===== src/hw/rtl/msadpcm_pkg.sv =====
// ----------------------------------------------------------------------------
// msadpcm_pkg - shared types and constants of the MS ADPCM block decoder
// Payload structs, command words between front and back, predictor tables.
// ----------------------------------------------------------------------------
package msadpcm_pkg;

    localparam int CHAN_W    = 2;
    localparam int ALIGN_W   = 14;
    localparam int SAMPLE_W  = 16;
    localparam int DELTA_W   = 16;
    localparam int IDX_W     = 3;
    localparam int CFG_IDX_W = 1;

    localparam logic [CHAN_W-1:0]   CHAN_RESET  = 2'd1;
    localparam logic [ALIGN_W-1:0]  ALIGN_RESET = 14'd256;
    localparam logic [DELTA_W-1:0]  DELTA_RESET = 16'd16;
    localparam logic [DELTA_W-1:0]  DELTA_FLOOR = 16'd16;
    localparam logic [IDX_W-1:0]    NUM_PAIRS   = 3'd7;
    localparam logic [3:0]          HDR_MONO    = 4'd7;
    localparam logic [3:0]          HDR_STEREO  = 4'd14;

    localparam logic signed [SAMPLE_W-1:0] SAMPLE_MIN = -16'sd32768;
    localparam logic signed [SAMPLE_W-1:0] SAMPLE_MAX = 16'sd32767;

    // configuration register indexes
    localparam logic [CFG_IDX_W-1:0] REG_NUM_CHANNELS = 1'b0;
    localparam logic [CFG_IDX_W-1:0] REG_BLOCK_ALIGN  = 1'b1;

    typedef enum logic [1:0] {
        CMD_INDEX,
        CMD_LOW,
        CMD_HIGH,
        CMD_DECODE
    } cmd_kind_t;

    typedef enum logic [1:0] {
        FLD_DELTA,
        FLD_SAMPLE1,
        FLD_SAMPLE2
    } hdr_field_t;

    typedef struct packed {
        cmd_kind_t  kind;
        hdr_field_t field;
        logic       chan;
        logic       last;
        logic       stereo;
        logic [7:0] data_byte;
    } cmd_t;

    typedef struct packed {
        logic [7:0] data_byte;
        logic       start_of_stream;
    } in_word_t;

    typedef struct packed {
        logic signed [SAMPLE_W-1:0] left_sample;
        logic signed [SAMPLE_W-1:0] right_sample;
        logic                       last_of_item;
    } frame_t;

    function automatic logic [9:0] adapt_factor(input logic [3:0] code);
        logic [9:0] f;
        unique case (code)
            4'd4:    f = 10'd307;
            4'd5:    f = 10'd409;
            4'd6:    f = 10'd512;
            4'd7:    f = 10'd614;
            4'd8:    f = 10'd768;
            4'd9:    f = 10'd614;
            4'd10:   f = 10'd512;
            4'd11:   f = 10'd409;
            4'd12:   f = 10'd307;
            default: f = 10'd230;
        endcase
        return f;
    endfunction

    function automatic logic signed [10:0] coef_one(input logic [IDX_W-1:0] idx);
        logic signed [10:0] c;
        unique case (idx)
            3'd1:    c = 11'sd512;
            3'd2:    c = 11'sd0;
            3'd3:    c = 11'sd192;
            3'd4:    c = 11'sd240;
            3'd5:    c = 11'sd460;
            3'd6:    c = 11'sd392;
            default: c = 11'sd256;
        endcase
        return c;
    endfunction

    function automatic logic signed [10:0] coef_two(input logic [IDX_W-1:0] idx);
        logic signed [10:0] c;
        unique case (idx)
            3'd1:    c = -11'sd256;
            3'd3:    c = 11'sd64;
            3'd5:    c = -11'sd208;
            3'd6:    c = -11'sd232;
            default: c = 11'sd0;
        endcase
        return c;
    endfunction

endpackage


===== src/hw/rtl/ms_adpcm_block_decoder_top.sv =====
// ----------------------------------------------------------------------------
// ms_adpcm_block_decoder_top - Microsoft ADPCM block decoder
// Decodes the data chunk byte by byte into 16-bit mono or stereo frames.
//
//   channel  | signals                              | word
//   ---------+--------------------------------------+-----------------------
//   bytes    | byte_valid, byte_ready, byte_data    | in_word_t, one byte
//   frames   | frame_valid, frame_ready, frame_data | frame_t, one frame
//   config   | cfg_we, cfg_index, cfg_data          | register write, no wait
//
// Stereo data byte: two predictor steps share one multiply stage.
// Mono data byte: each step waits on the previous one's state update.
// Header byte: taken once the predictor drains; the last emits two frames.
// Reset clears channel state to zero, deltas to 16; no clearing pass.
// Two-word queues on both sides let intake and output stall independently.
// ----------------------------------------------------------------------------
module ms_adpcm_block_decoder_top
    import msadpcm_pkg::*;
#(
    parameter int MAX_BLOCK_BYTES = 8192
) (
    input  logic                 clk,
    input  logic                 rst_n,
    input  logic                 byte_valid,
    output logic                 byte_ready,
    input  in_word_t             byte_data,
    output logic                 frame_valid,
    input  logic                 frame_ready,
    output frame_t               frame_data,
    input  logic                 cfg_we,
    input  logic [CFG_IDX_W-1:0] cfg_index,
    input  logic [ALIGN_W-1:0]   cfg_data
);

    logic [CHAN_W-1:0]  num_channels_reg, num_channels_next;
    logic [ALIGN_W-1:0] block_align_reg, block_align_next;

    logic   cmd_push, cmd_pop, cmd_full, cmd_empty;
    cmd_t   cmd_in, cmd_out;
    logic   out_push, out_full, out_empty;
    frame_t out_in, out_out;

    always_comb
    begin
        num_channels_next = num_channels_reg;
        block_align_next  = block_align_reg;
        if (cfg_we)
        begin
            unique case (cfg_index)
                REG_NUM_CHANNELS: num_channels_next = cfg_data[CHAN_W-1:0];
                REG_BLOCK_ALIGN:  block_align_next  = cfg_data;
                default:          ;
            endcase
        end
    end

    always_ff @(posedge clk or negedge rst_n)
    begin
        if (!rst_n)
        begin
            num_channels_reg <= CHAN_RESET;
            block_align_reg  <= ALIGN_RESET;
        end
        else
        begin
            num_channels_reg <= num_channels_next;
            block_align_reg  <= block_align_next;
        end
    end

    msadpcm_front #(
        .MAX_BLOCK_BYTES (MAX_BLOCK_BYTES)
    ) u_front (
        .clk          (clk),
        .rst_n        (rst_n),
        .byte_valid   (byte_valid),
        .byte_ready   (byte_ready),
        .byte_data    (byte_data),
        .num_channels (num_channels_reg),
        .block_align  (block_align_reg),
        .cmd_full     (cmd_full),
        .cmd_push     (cmd_push),
        .cmd_word     (cmd_in)
    );

    msadpcm_fifo #(
        .WIDTH ($bits(cmd_t)),
        .DEPTH (2)
    ) u_cmd_q (
        .clk       (clk),
        .rst_n     (rst_n),
        .push      (cmd_push),
        .push_data (cmd_in),
        .full      (cmd_full),
        .pop       (cmd_pop),
        .pop_data  (cmd_out),
        .empty     (cmd_empty)
    );

    msadpcm_back u_back (
        .clk       (clk),
        .rst_n     (rst_n),
        .cmd_empty (cmd_empty),
        .cmd_word  (cmd_out),
        .cmd_pop   (cmd_pop),
        .out_full  (out_full),
        .out_push  (out_push),
        .out_word  (out_in)
    );

    msadpcm_fifo #(
        .WIDTH ($bits(frame_t)),
        .DEPTH (2)
    ) u_out_q (
        .clk       (clk),
        .rst_n     (rst_n),
        .push      (out_push),
        .push_data (out_in),
        .full      (out_full),
        .pop       (frame_valid && frame_ready),
        .pop_data  (out_out),
        .empty     (out_empty)
    );

    assign frame_valid = !out_empty;
    assign frame_data  = out_out;

endmodule


===== src/hw/rtl/msadpcm_fifo.sv =====
// ----------------------------------------------------------------------------
// msadpcm_fifo - small register queue
// Decouples the byte front from the predictor back, and buffers output frames.
// ----------------------------------------------------------------------------
module msadpcm_fifo #(
    parameter int WIDTH = 8,
    parameter int DEPTH = 2
) (
    input  logic             clk,
    input  logic             rst_n,
    input  logic             push,
    input  logic [WIDTH-1:0] push_data,
    output logic             full,
    input  logic             pop,
    output logic [WIDTH-1:0] pop_data,
    output logic             empty
);

    localparam int PTR_W = $clog2(DEPTH);
    localparam int CNT_W = $clog2(DEPTH + 1);

    logic [WIDTH-1:0] mem_reg [DEPTH];
    logic [PTR_W-1:0] wr_ptr_reg, wr_ptr_next;
    logic [PTR_W-1:0] rd_ptr_reg, rd_ptr_next;
    logic [CNT_W-1:0] count_reg, count_next;

    assign full     = (count_reg == CNT_W'(DEPTH));
    assign empty    = (count_reg == '0);
    assign pop_data = mem_reg[rd_ptr_reg];

    always_comb
    begin
        wr_ptr_next = wr_ptr_reg;
        rd_ptr_next = rd_ptr_reg;
        count_next  = count_reg;
        if (push)
        begin
            wr_ptr_next = (wr_ptr_reg == PTR_W'(DEPTH - 1)) ? '0 : wr_ptr_reg + 1'b1;
        end
        if (pop)
        begin
            rd_ptr_next = (rd_ptr_reg == PTR_W'(DEPTH - 1)) ? '0 : rd_ptr_reg + 1'b1;
        end
        if (push && !pop)
        begin
            count_next = count_reg + 1'b1;
        end
        else if (pop && !push)
        begin
            count_next = count_reg - 1'b1;
        end
    end

    always_ff @(posedge clk or negedge rst_n)
    begin
        if (!rst_n)
        begin
            wr_ptr_reg <= '0;
            rd_ptr_reg <= '0;
            count_reg  <= '0;
        end
        else
        begin
            wr_ptr_reg <= wr_ptr_next;
            rd_ptr_reg <= rd_ptr_next;
            count_reg  <= count_next;
        end
    end

    always_ff @(posedge clk)
    begin
        if (push)
        begin
            mem_reg[wr_ptr_reg] <= push_data;
        end
    end

    a_no_overflow: assert property (@(posedge clk) disable iff (!rst_n)
        push |-> (!full || pop))
        else $error("queue push while full");

    a_no_underflow: assert property (@(posedge clk) disable iff (!rst_n)
        pop |-> !empty)
        else $error("queue pop while empty");

endmodule


===== src/hw/rtl/msadpcm_front.sv =====
// ----------------------------------------------------------------------------
// msadpcm_front - byte intake and block position tracking
// Classifies each byte as header field or data and queues a command word.
// ----------------------------------------------------------------------------
module msadpcm_front
    import msadpcm_pkg::*;
#(
    parameter int MAX_BLOCK_BYTES = 8192
) (
    input  logic               clk,
    input  logic               rst_n,
    input  logic               byte_valid,
    output logic               byte_ready,
    input  in_word_t           byte_data,
    input  logic [CHAN_W-1:0]  num_channels,
    input  logic [ALIGN_W-1:0] block_align,
    input  logic               cmd_full,
    output logic               cmd_push,
    output cmd_t               cmd_word
);

    localparam int POS_W = $clog2(MAX_BLOCK_BYTES);
    localparam int LEN_W = $clog2(MAX_BLOCK_BYTES + 1);
    localparam int CMP_W = (LEN_W > ALIGN_W) ? LEN_W : ALIGN_W;

    logic [POS_W-1:0] pos_reg, pos_next, pos_cur;
    logic [CMP_W-1:0] align_x, cap_x, clip_x;
    logic [LEN_W-1:0] len_w, pos_x, inc_x, hdr_x;
    logic [3:0]       hdr_len, nc, k;
    logic             stereo;

    assign stereo   = num_channels[1];
    assign hdr_len  = stereo ? HDR_STEREO : HDR_MONO;
    assign nc       = stereo ? 4'd2 : 4'd1;
    assign hdr_x    = LEN_W'(hdr_len);

    // clip the block length into [header, max]
    assign align_x  = CMP_W'(block_align);
    assign cap_x    = CMP_W'(MAX_BLOCK_BYTES);
    assign clip_x   = (align_x > cap_x) ? cap_x : align_x;
    assign len_w    = (LEN_W'(clip_x) < hdr_x) ? hdr_x : LEN_W'(clip_x);

    assign pos_cur  = (byte_data.start_of_stream || LEN_W'(pos_reg) >= len_w) ? '0 : pos_reg;
    assign pos_x    = LEN_W'(pos_cur);
    assign inc_x    = pos_x + 1'b1;
    assign k        = pos_cur[3:0] - nc;

    assign byte_ready = !cmd_full;
    assign cmd_push   = byte_valid && !cmd_full;

    always_comb
    begin
        cmd_word.kind      = CMD_DECODE;
        cmd_word.field     = FLD_DELTA;
        cmd_word.chan      = 1'b0;
        cmd_word.last      = 1'b0;
        cmd_word.stereo    = stereo;
        cmd_word.data_byte = byte_data.data_byte;
        priority if (pos_x < LEN_W'(nc))
        begin
            cmd_word.kind = CMD_INDEX;
            cmd_word.chan = stereo & pos_cur[0];
        end
        else if (pos_x < hdr_x)
        begin
            cmd_word.kind  = k[0] ? CMD_HIGH : CMD_LOW;
            cmd_word.field = hdr_field_t'(stereo ? k[3:2] : k[2:1]);
            cmd_word.chan  = stereo & k[1];
            cmd_word.last  = (pos_x == hdr_x - 1'b1);
        end
        else
        begin
            cmd_word.kind = CMD_DECODE;
        end
    end

    always_comb
    begin
        pos_next = pos_reg;
        if (cmd_push)
        begin
            pos_next = (inc_x >= len_w) ? '0 : POS_W'(inc_x);
        end
    end

    always_ff @(posedge clk or negedge rst_n)
    begin
        if (!rst_n)
        begin
            pos_reg <= '0;
        end
        else
        begin
            pos_reg <= pos_next;
        end
    end

endmodule


===== src/hw/rtl/msadpcm_back.sv =====
// ----------------------------------------------------------------------------
// msadpcm_back - channel state and two-stage predictor
// Applies header fields, runs predictor steps and forms output frames.
// ----------------------------------------------------------------------------
module msadpcm_back
    import msadpcm_pkg::*;
(
    input  logic   clk,
    input  logic   rst_n,
    input  logic   cmd_empty,
    input  cmd_t   cmd_word,
    output logic   cmd_pop,
    input  logic   out_full,
    output logic   out_push,
    output frame_t out_word
);

    typedef enum logic [2:0] {
        ST_RUN       = 3'b001,
        ST_EMIT_OLD  = 3'b010,
        ST_EMIT_PREV = 3'b100
    } back_state_t;

    back_state_t st_reg, st_next;
    logic        phase_reg, phase_next;

    logic [IDX_W-1:0]           pred_idx_reg [2], pred_idx_next [2];
    logic [DELTA_W-1:0]         delta_reg    [2], delta_next    [2];
    logic signed [SAMPLE_W-1:0] prev_reg     [2], prev_next     [2];
    logic signed [SAMPLE_W-1:0] older_reg    [2], older_next    [2];
    logic [7:0]                 pending_reg, pending_next;
    logic signed [SAMPLE_W-1:0] left_hold_reg, left_hold_next;

    // multiply stage to clamp stage
    logic               b_valid_reg, b_valid_next;
    logic               b_ch_reg, b_ch_next;
    logic               b_emit_reg, b_emit_next;
    logic               b_last_reg, b_last_next;
    logic               b_pair_reg, b_pair_next;
    logic signed [26:0] m1_reg, m1_next;
    logic signed [26:0] m2_reg, m2_next;
    logic signed [20:0] md_reg, md_next;
    logic [25:0]        ma_reg, ma_next;

    logic                       head_valid, b_fire, b_free, hazard, issue, step_ch;
    logic [3:0]                 code;
    logic signed [3:0]          code_s;
    logic [IDX_W-1:0]           step_idx;
    logic [DELTA_W-1:0]         step_d;
    logic [15:0]                hdr_word;
    logic signed [27:0]         sum_w, sum_adj, quo_w;
    logic signed [21:0]         p_w;
    logic signed [SAMPLE_W-1:0] p_sat;
    logic [17:0]                nd_raw;
    logic [DELTA_W-1:0]         nd_sat;

    assign head_valid = !cmd_empty;
    assign b_fire     = b_valid_reg && (!b_emit_reg || !out_full);
    assign b_free     = !b_valid_reg || b_fire;
    assign step_ch    = cmd_word.stereo & phase_reg;
    assign code       = phase_reg ? cmd_word.data_byte[3:0] : cmd_word.data_byte[7:4];
    assign code_s     = code;
    assign hazard     = b_valid_reg && (b_ch_reg == step_ch);
    assign hdr_word   = {cmd_word.data_byte, pending_reg};
    assign step_idx   = pred_idx_reg[step_ch];
    assign step_d     = delta_reg[step_ch];

    // clamp stage: divide by 256 toward zero, add code*delta, saturate
    assign sum_w   = 28'(m1_reg) + 28'(m2_reg);
    assign sum_adj = sum_w + (sum_w[27] ? 28'sd255 : 28'sd0);
    assign quo_w   = sum_adj >>> 8;
    assign p_w     = 22'(quo_w) + 22'(md_reg);
    assign p_sat   = (p_w < 22'(SAMPLE_MIN)) ? SAMPLE_MIN :
                     (p_w > 22'(SAMPLE_MAX)) ? SAMPLE_MAX : SAMPLE_W'(p_w);
    assign nd_raw  = ma_reg[25:8];
    assign nd_sat  = (nd_raw < 18'(DELTA_FLOOR)) ? DELTA_FLOOR :
                     (|nd_raw[17:16]) ? '1 : nd_raw[15:0];

    always_comb
    begin
        st_next        = st_reg;
        phase_next     = phase_reg;
        pred_idx_next  = pred_idx_reg;
        delta_next     = delta_reg;
        prev_next      = prev_reg;
        older_next     = older_reg;
        pending_next   = pending_reg;
        left_hold_next = left_hold_reg;
        cmd_pop        = 1'b0;
        out_push       = 1'b0;
        out_word       = '0;
        issue          = 1'b0;

        if (b_fire)
        begin
            older_next[b_ch_reg] = prev_reg[b_ch_reg];
            prev_next[b_ch_reg]  = p_sat;
            delta_next[b_ch_reg] = nd_sat;
            if (b_emit_reg)
            begin
                out_push              = 1'b1;
                out_word.left_sample  = b_pair_reg ? left_hold_reg : p_sat;
                out_word.right_sample = p_sat;
                out_word.last_of_item = b_last_reg;
            end
            else
            begin
                left_hold_next = p_sat;
            end
        end

        unique case (st_reg)
            ST_RUN:
            begin
                if (head_valid)
                begin
                    unique case (cmd_word.kind)
                        CMD_DECODE:
                        begin
                            if (b_free && !hazard)
                            begin
                                issue      = 1'b1;
                                phase_next = !phase_reg;
                                cmd_pop    = phase_reg;
                            end
                        end
                        CMD_INDEX:
                        begin
                            // header writes wait for the predictor to drain
                            if (!b_valid_reg)
                            begin
                                pred_idx_next[cmd_word.chan] =
                                    (cmd_word.data_byte < 8'(NUM_PAIRS)) ?
                                    cmd_word.data_byte[IDX_W-1:0] : '0;
                                cmd_pop = 1'b1;
                            end
                        end
                        CMD_LOW:
                        begin
                            if (!b_valid_reg)
                            begin
                                pending_next = cmd_word.data_byte;
                                cmd_pop      = 1'b1;
                            end
                        end
                        CMD_HIGH:
                        begin
                            if (!b_valid_reg)
                            begin
                                unique case (cmd_word.field)
                                    FLD_DELTA:   delta_next[cmd_word.chan] = hdr_word;
                                    FLD_SAMPLE1: prev_next[cmd_word.chan]  = hdr_word;
                                    FLD_SAMPLE2: older_next[cmd_word.chan] = hdr_word;
                                    default:     ;
                                endcase
                                if (cmd_word.last)
                                begin
                                    st_next = ST_EMIT_OLD;
                                end
                                else
                                begin
                                    cmd_pop = 1'b1;
                                end
                            end
                        end
                        default: ;
                    endcase
                end
            end
            ST_EMIT_OLD:
            begin
                if (!out_full)
                begin
                    out_push              = 1'b1;
                    out_word.left_sample  = older_reg[0];
                    out_word.right_sample = cmd_word.stereo ? older_reg[1] : older_reg[0];
                    out_word.last_of_item = 1'b0;
                    st_next               = ST_EMIT_PREV;
                end
            end
            ST_EMIT_PREV:
            begin
                if (!out_full)
                begin
                    out_push              = 1'b1;
                    out_word.left_sample  = prev_reg[0];
                    out_word.right_sample = cmd_word.stereo ? prev_reg[1] : prev_reg[0];
                    out_word.last_of_item = 1'b1;
                    cmd_pop               = 1'b1;
                    st_next               = ST_RUN;
                end
            end
            default:
            begin
                st_next = ST_RUN;
            end
        endcase
    end

    // multiply stage
    always_comb
    begin
        b_valid_next = b_valid_reg;
        b_ch_next    = b_ch_reg;
        b_emit_next  = b_emit_reg;
        b_last_next  = b_last_reg;
        b_pair_next  = b_pair_reg;
        m1_next      = m1_reg;
        m2_next      = m2_reg;
        md_next      = md_reg;
        ma_next      = ma_reg;
        if (b_free)
        begin
            b_valid_next = issue;
        end
        if (issue)
        begin
            b_ch_next   = step_ch;
            // stereo left step holds its sample for the right step
            b_emit_next = !(cmd_word.stereo && !phase_reg);
            b_last_next = phase_reg;
            b_pair_next = cmd_word.stereo;
            m1_next     = 27'(prev_reg[step_ch]) * 27'(coef_one(step_idx));
            m2_next     = 27'(older_reg[step_ch]) * 27'(coef_two(step_idx));
            md_next     = 21'(code_s) * $signed({5'b0, step_d});
            ma_next     = 26'(adapt_factor(code)) * 26'(step_d);
        end
    end

    always_ff @(posedge clk or negedge rst_n)
    begin
        if (!rst_n)
        begin
            st_reg        <= ST_RUN;
            phase_reg     <= 1'b0;
            pred_idx_reg  <= '{default: '0};
            delta_reg     <= '{default: DELTA_RESET};
            prev_reg      <= '{default: '0};
            older_reg     <= '{default: '0};
            pending_reg   <= '0;
            left_hold_reg <= '0;
            b_valid_reg   <= 1'b0;
        end
        else
        begin
            st_reg        <= st_next;
            phase_reg     <= phase_next;
            pred_idx_reg  <= pred_idx_next;
            delta_reg     <= delta_next;
            prev_reg      <= prev_next;
            older_reg     <= older_next;
            pending_reg   <= pending_next;
            left_hold_reg <= left_hold_next;
            b_valid_reg   <= b_valid_next;
        end
    end

    always_ff @(posedge clk)
    begin
        b_ch_reg   <= b_ch_next;
        b_emit_reg <= b_emit_next;
        b_last_reg <= b_last_next;
        b_pair_reg <= b_pair_next;
        m1_reg     <= m1_next;
        m2_reg     <= m2_next;
        md_reg     <= md_next;
        ma_reg     <= ma_next;
    end

    a_emit_drained: assert property (@(posedge clk) disable iff (!rst_n)
        (st_reg != ST_RUN) |-> !b_valid_reg)
        else $error("header frames emitted with a predictor step in flight");

    a_no_same_chan_overlap: assert property (@(posedge clk) disable iff (!rst_n)
        (b_valid_reg && issue) |-> (b_ch_reg != step_ch))
        else $error("predictor step issued on a channel still being updated");

endmodule


===== config.mk =====
export PLATFORM = sky130hd
export DESIGN_NAME = ms_adpcm_block_decoder_top
export DESIGN_NICKNAME = d
export VERILOG_FILES = /design/src/hw/rtl/msadpcm_pkg.sv /design/src/hw/rtl/ms_adpcm_block_decoder_top.sv /design/src/hw/rtl/msadpcm_fifo.sv /design/src/hw/rtl/msadpcm_front.sv /design/src/hw/rtl/msadpcm_back.sv
export SDC_FILE = /design/constraint.sdc
export NUM_CORES = 2
export LEC_CHECK = 0
export BUFFER_PORTS_ARGS = -buffer_cell sky130_fd_sc_hd__buf_2
export CAP_MARGIN = 15
export CORE_MARGIN = 3
export CORE_UTILIZATION = 55
export DETAILED_ROUTE_END_ITERATION = 12
export HOLD_SLACK_MARGIN = 0.15
export PLACE_DENSITY_LB_ADDON = 0.25
export SLEW_MARGIN = 20
export SYNTH_ARGS = -nofsm -noshare
export SYNTH_HDL_FRONTEND = slang
export SYNTH_SLANG_ARGS = --single-unit

===== constraint.sdc =====
create_clock -name clk -period 36.8 [get_ports clk]
set_input_delay 1.84 -clock clk [delete_from_list [all_inputs] [get_ports clk]]
set_output_delay 1.84 -clock clk [all_outputs]
set_load 0.01 [all_outputs]

==> summary.txt <==
Timing
  – Worst-margin pin slew: around 1.1 ns
  – Rel. slew slack: between 20% and 30%
  – Sum Neg Setup Slack: 0 ns
  – Post-layout min period: between 10 and 15 ns
  – Final Cycle Share: approximately 30%
  – Fmax: 0.0928 GHz
  – RSZ-0062 raised after global routing: false
  – Final Max Tran Viols: 0
  – Final Hold Fails: 0
  – # setup viols final: 0
  – Clock skew: ~0.024 ns

Placed design
  – Port Buffer Count: 63
  – DP HPWL: 63900 um
  – Placer Congestion: 0.894

Critical path
  – WS Path Type: register to register
  – Worst Path Required: around 37 ns
  – Worst setup EP type: register
  – Max incr delay on CP: roughly 0.98 ns
  – CP arrival: around 11 ns
  – Startpoint Class: register
  – Crit path top cell by count: fa_1
  – R2R Setup Slk: about 26 ns
  – Reg2reg start: u_cmd_q.rd_ptr_reg$_DFFE_PN0P_
  – Cell count of the worst reg-to-reg path: 29
  – Crit-path max FO: 36
  – Slowest cell on the critical path: dfrtp_1
  – Worst setup path start: u_cmd_q.rd_ptr_reg$_DFFE_PN0P_

Route
  – Total number of vias: approximately 25000
  – Initial DRT Pass Iterations: 6
  – DR iter-0 viols: about 1900
  – Post-Route WL: 81200 um
  – Routed Antenna Nets: 0
  – Vias per inst: between 5 and 6
  – Post-route DRC: 0
  – Routed len/inst: 18.5 um

Die
  – Die Y: 256 um
  – Io pins: 64
  – Die Wd: ~260 um
  – Initial Util: a little under three fifths
  – Row count: 90
  – Total core area: 0.0610 mm2
  – Die area: 0.0654 mm2

Clocking
  – Setup Buffers After CTS: 0
  – H-tree Lvls: 2
  – Worst-Skew Late Latency: ~0.58 ns
  – Root buf cell: clkbuf_16
  – Clock buffer depth: 3
  – Clk slew on worst S/H paths: 0.06 ns
  – Num CTS Buffers: 38
  – CTS tree: yes
  – Post-cts resize count: 0
  – Cts hold-fix bufs: 0
  – CTS sink cnt: ~360

Yosys
  – Syn_nets: between 4000 and 5000
  – Most used DFF post-synth: edfxtp_1
  – Cell Area, Synth: around 0.034 mm2
  – Seq/Total Area, Yosys: between 20% and 30%
  – Average cell area after synthesis: 9.75 um2
  – Yosys reg bits: 355
  – Top post-synthesis cells by area: fa_1, edfxtp_1, ha_1
  – Top-area cell type share of the netlist area: roughly a fifth
  – Yosys top cell by area: fa_1
  – FFs w/ async S/R, synth: between 40% and 50%
  – EDFF count, synth: 188
  – Synth warnings: 0
  – Syn Inst Count: around 3500
  – Distinct cells, synth: 90

Global route
  – Total gr overflow: 0
  – Antenna violations before repair: 0
  – Largest net degree at the start of global routing: between 80 and 90
  – GRT Util Overall: between 20 and 25%
  – Number of global-route vias before repair: ~25000
  – First-pass GRT wire length: 131000 um

Cells and area
  – Area Overhead vs Synth: 7.61%
  – Max reg flops: between 60 and 70
  – Share of cells above drive strength 1: a little under a tenth
  – Antenna Cells: 0
  – Final Net Count: between 4000 and 5000

Run status
  – Run status: completed

Run
  – Max_cap viols: 0

Worst hold path
  – Hold Path Origin: u_out_q.rd_ptr_reg$_DFFE_PN0P_
  – WHS Path Cells: 1
  – Hold Crit Class: register to register
per-layer routing:
metal,global-route usage [%],vias up,routed length [um],part of all wire [%]
met3,3.82,144,4720,5.8
li1,-,11911,-,-
met2,41.4,709,38600,48
met4,6.45,0,2230,2.7
met5,0,-,0,0
met1,34.5,12059,35700,44
metrics by stage:
stage                     area (um2)  setup WS (ns)  utilization [%]  cells  hold slack (ns)
after global routing           36900          25.26             60.4   4392            0.507
after global placement         35500          26.37             58.2   4321            0.463
after detailed placement       35500          26.14             58.2   4321            0.469
final                          36900          26.02             60.4   4392            0.477
after CTS                      36800          26.07             60.3   4390            0.479
after floorplan                34300          17.31                -   3518            0.450
worst paths after layout:
kind / end
max in group asynchronous: u_back.prev_reg[6]$_DFF_PN0_
setup / recovery: u_back.m2_reg[26]$_DFFE_PP_
setup reg to reg: u_back.m2_reg[26]$_DFFE_PP_
hold reg to reg: u_out_q.rd_ptr_reg$_DFFE_PN0P_
min in group asynchronous: block_align_reg[9]$_DFFE_PN0P_
hold / removal: u_out_q.rd_ptr_reg$_DFFE_PN0P_
cells by family after synthesis:
family	after synthesis	share of synthesized area, %
and+or+nand+nor	1067	13.7
adders and majority gates	663	31.4
AOI/OAI and AO/OA	577	11.1
buffers and inverters	530	5.84
DFF	355	28.7
muxes	176	5.44
xor gates and xnor gates	150	3.83
area by class of cell:
class / count / area [um2]
timing repair buffer: 100 / 632
clock buffer: 44 / 977
inverter: 407 / 1530
sequential: 355 / 9830
tap: 828 / 1040
multi-input combinational: 2633 / 22500
fill: 5171 / 24100
clock inverter: 25 / 352
cell usage in the layout (no fill, tap or decap), types with 15 or more instances in the layout:
master | Yosys | routed
and3_1 | 15 | 15
a21o_1 | 50 | 50
nand3_1 | 41 | 40
xnor2_1 | 113 | 113
nor2_1 | 399 | 396
or2_2 | 38 | 38
mux2_2 | 83 | 83
ha_1 | 336 | 336
nand2b_1 | 31 | 30
xor2_1 | 37 | 37
o21ai_0 | 117 | 117
buf_4 | 0 | 35
mux2i_1 | 93 | 92
dfrtp_1 | 163 | 163
nor3_1 | 38 | 36
o21a_1 | 26 | 26
a21oi_1 | 155 | 154
a22oi_1 | 16 | 16
edfxtp_1 | 188 | 188
o221ai_1 | 34 | 34
clkbuf_16 | 0 | 38
fa_1 | 327 | 327
o211ai_1 | 17 | 17
o21ai_1 | 18 | 17
nor2b_1 | 23 | 22
nand2_1 | 393 | 393
inv_1 | 403 | 403
a31oi_1 | 36 | 36
and2_1 | 20 | 20
buf_2 | 4 | 62
nand4_1 | 15 | 15
Yosys cell counts (16+ instances only):
cell type,number
o21ai_0,117
a21o_1,50
xor2_1,37
fa_1,327
a21oi_1,155
a22oi_1,16
nor3_1,38
nand3_1,41
ha_1,336
or2_2,38
nand2_1,393
and2_1,20
mux2_2,83
nor2_1,399
nand2b_1,31
mux2i_1,93
o221ai_1,34
a31oi_1,36
o211ai_1,17
xnor2_1,113
dfrtp_1,163
nor2b_1,23
edfxtp_1,188
o21ai_1,18
clkbuf_1,108
inv_1,403
o21a_1,26
critical path: cells and delay by family (launching register included):
family / cells / cell delay (ns)
xor+xnor: 1 / 0.13
flops: 1 / 0.98
compound gates: 9 / 1.95
buf+inv: 7 / 1.96
simple gates: 4 / 1.62
fa+ha+maj: 6 / 2.67
mux: 2 / 1.13
Power is left out: the tool's default activity adds up to more than one toggle a clock period on the data nets, which glitch-free logic cannot reach.
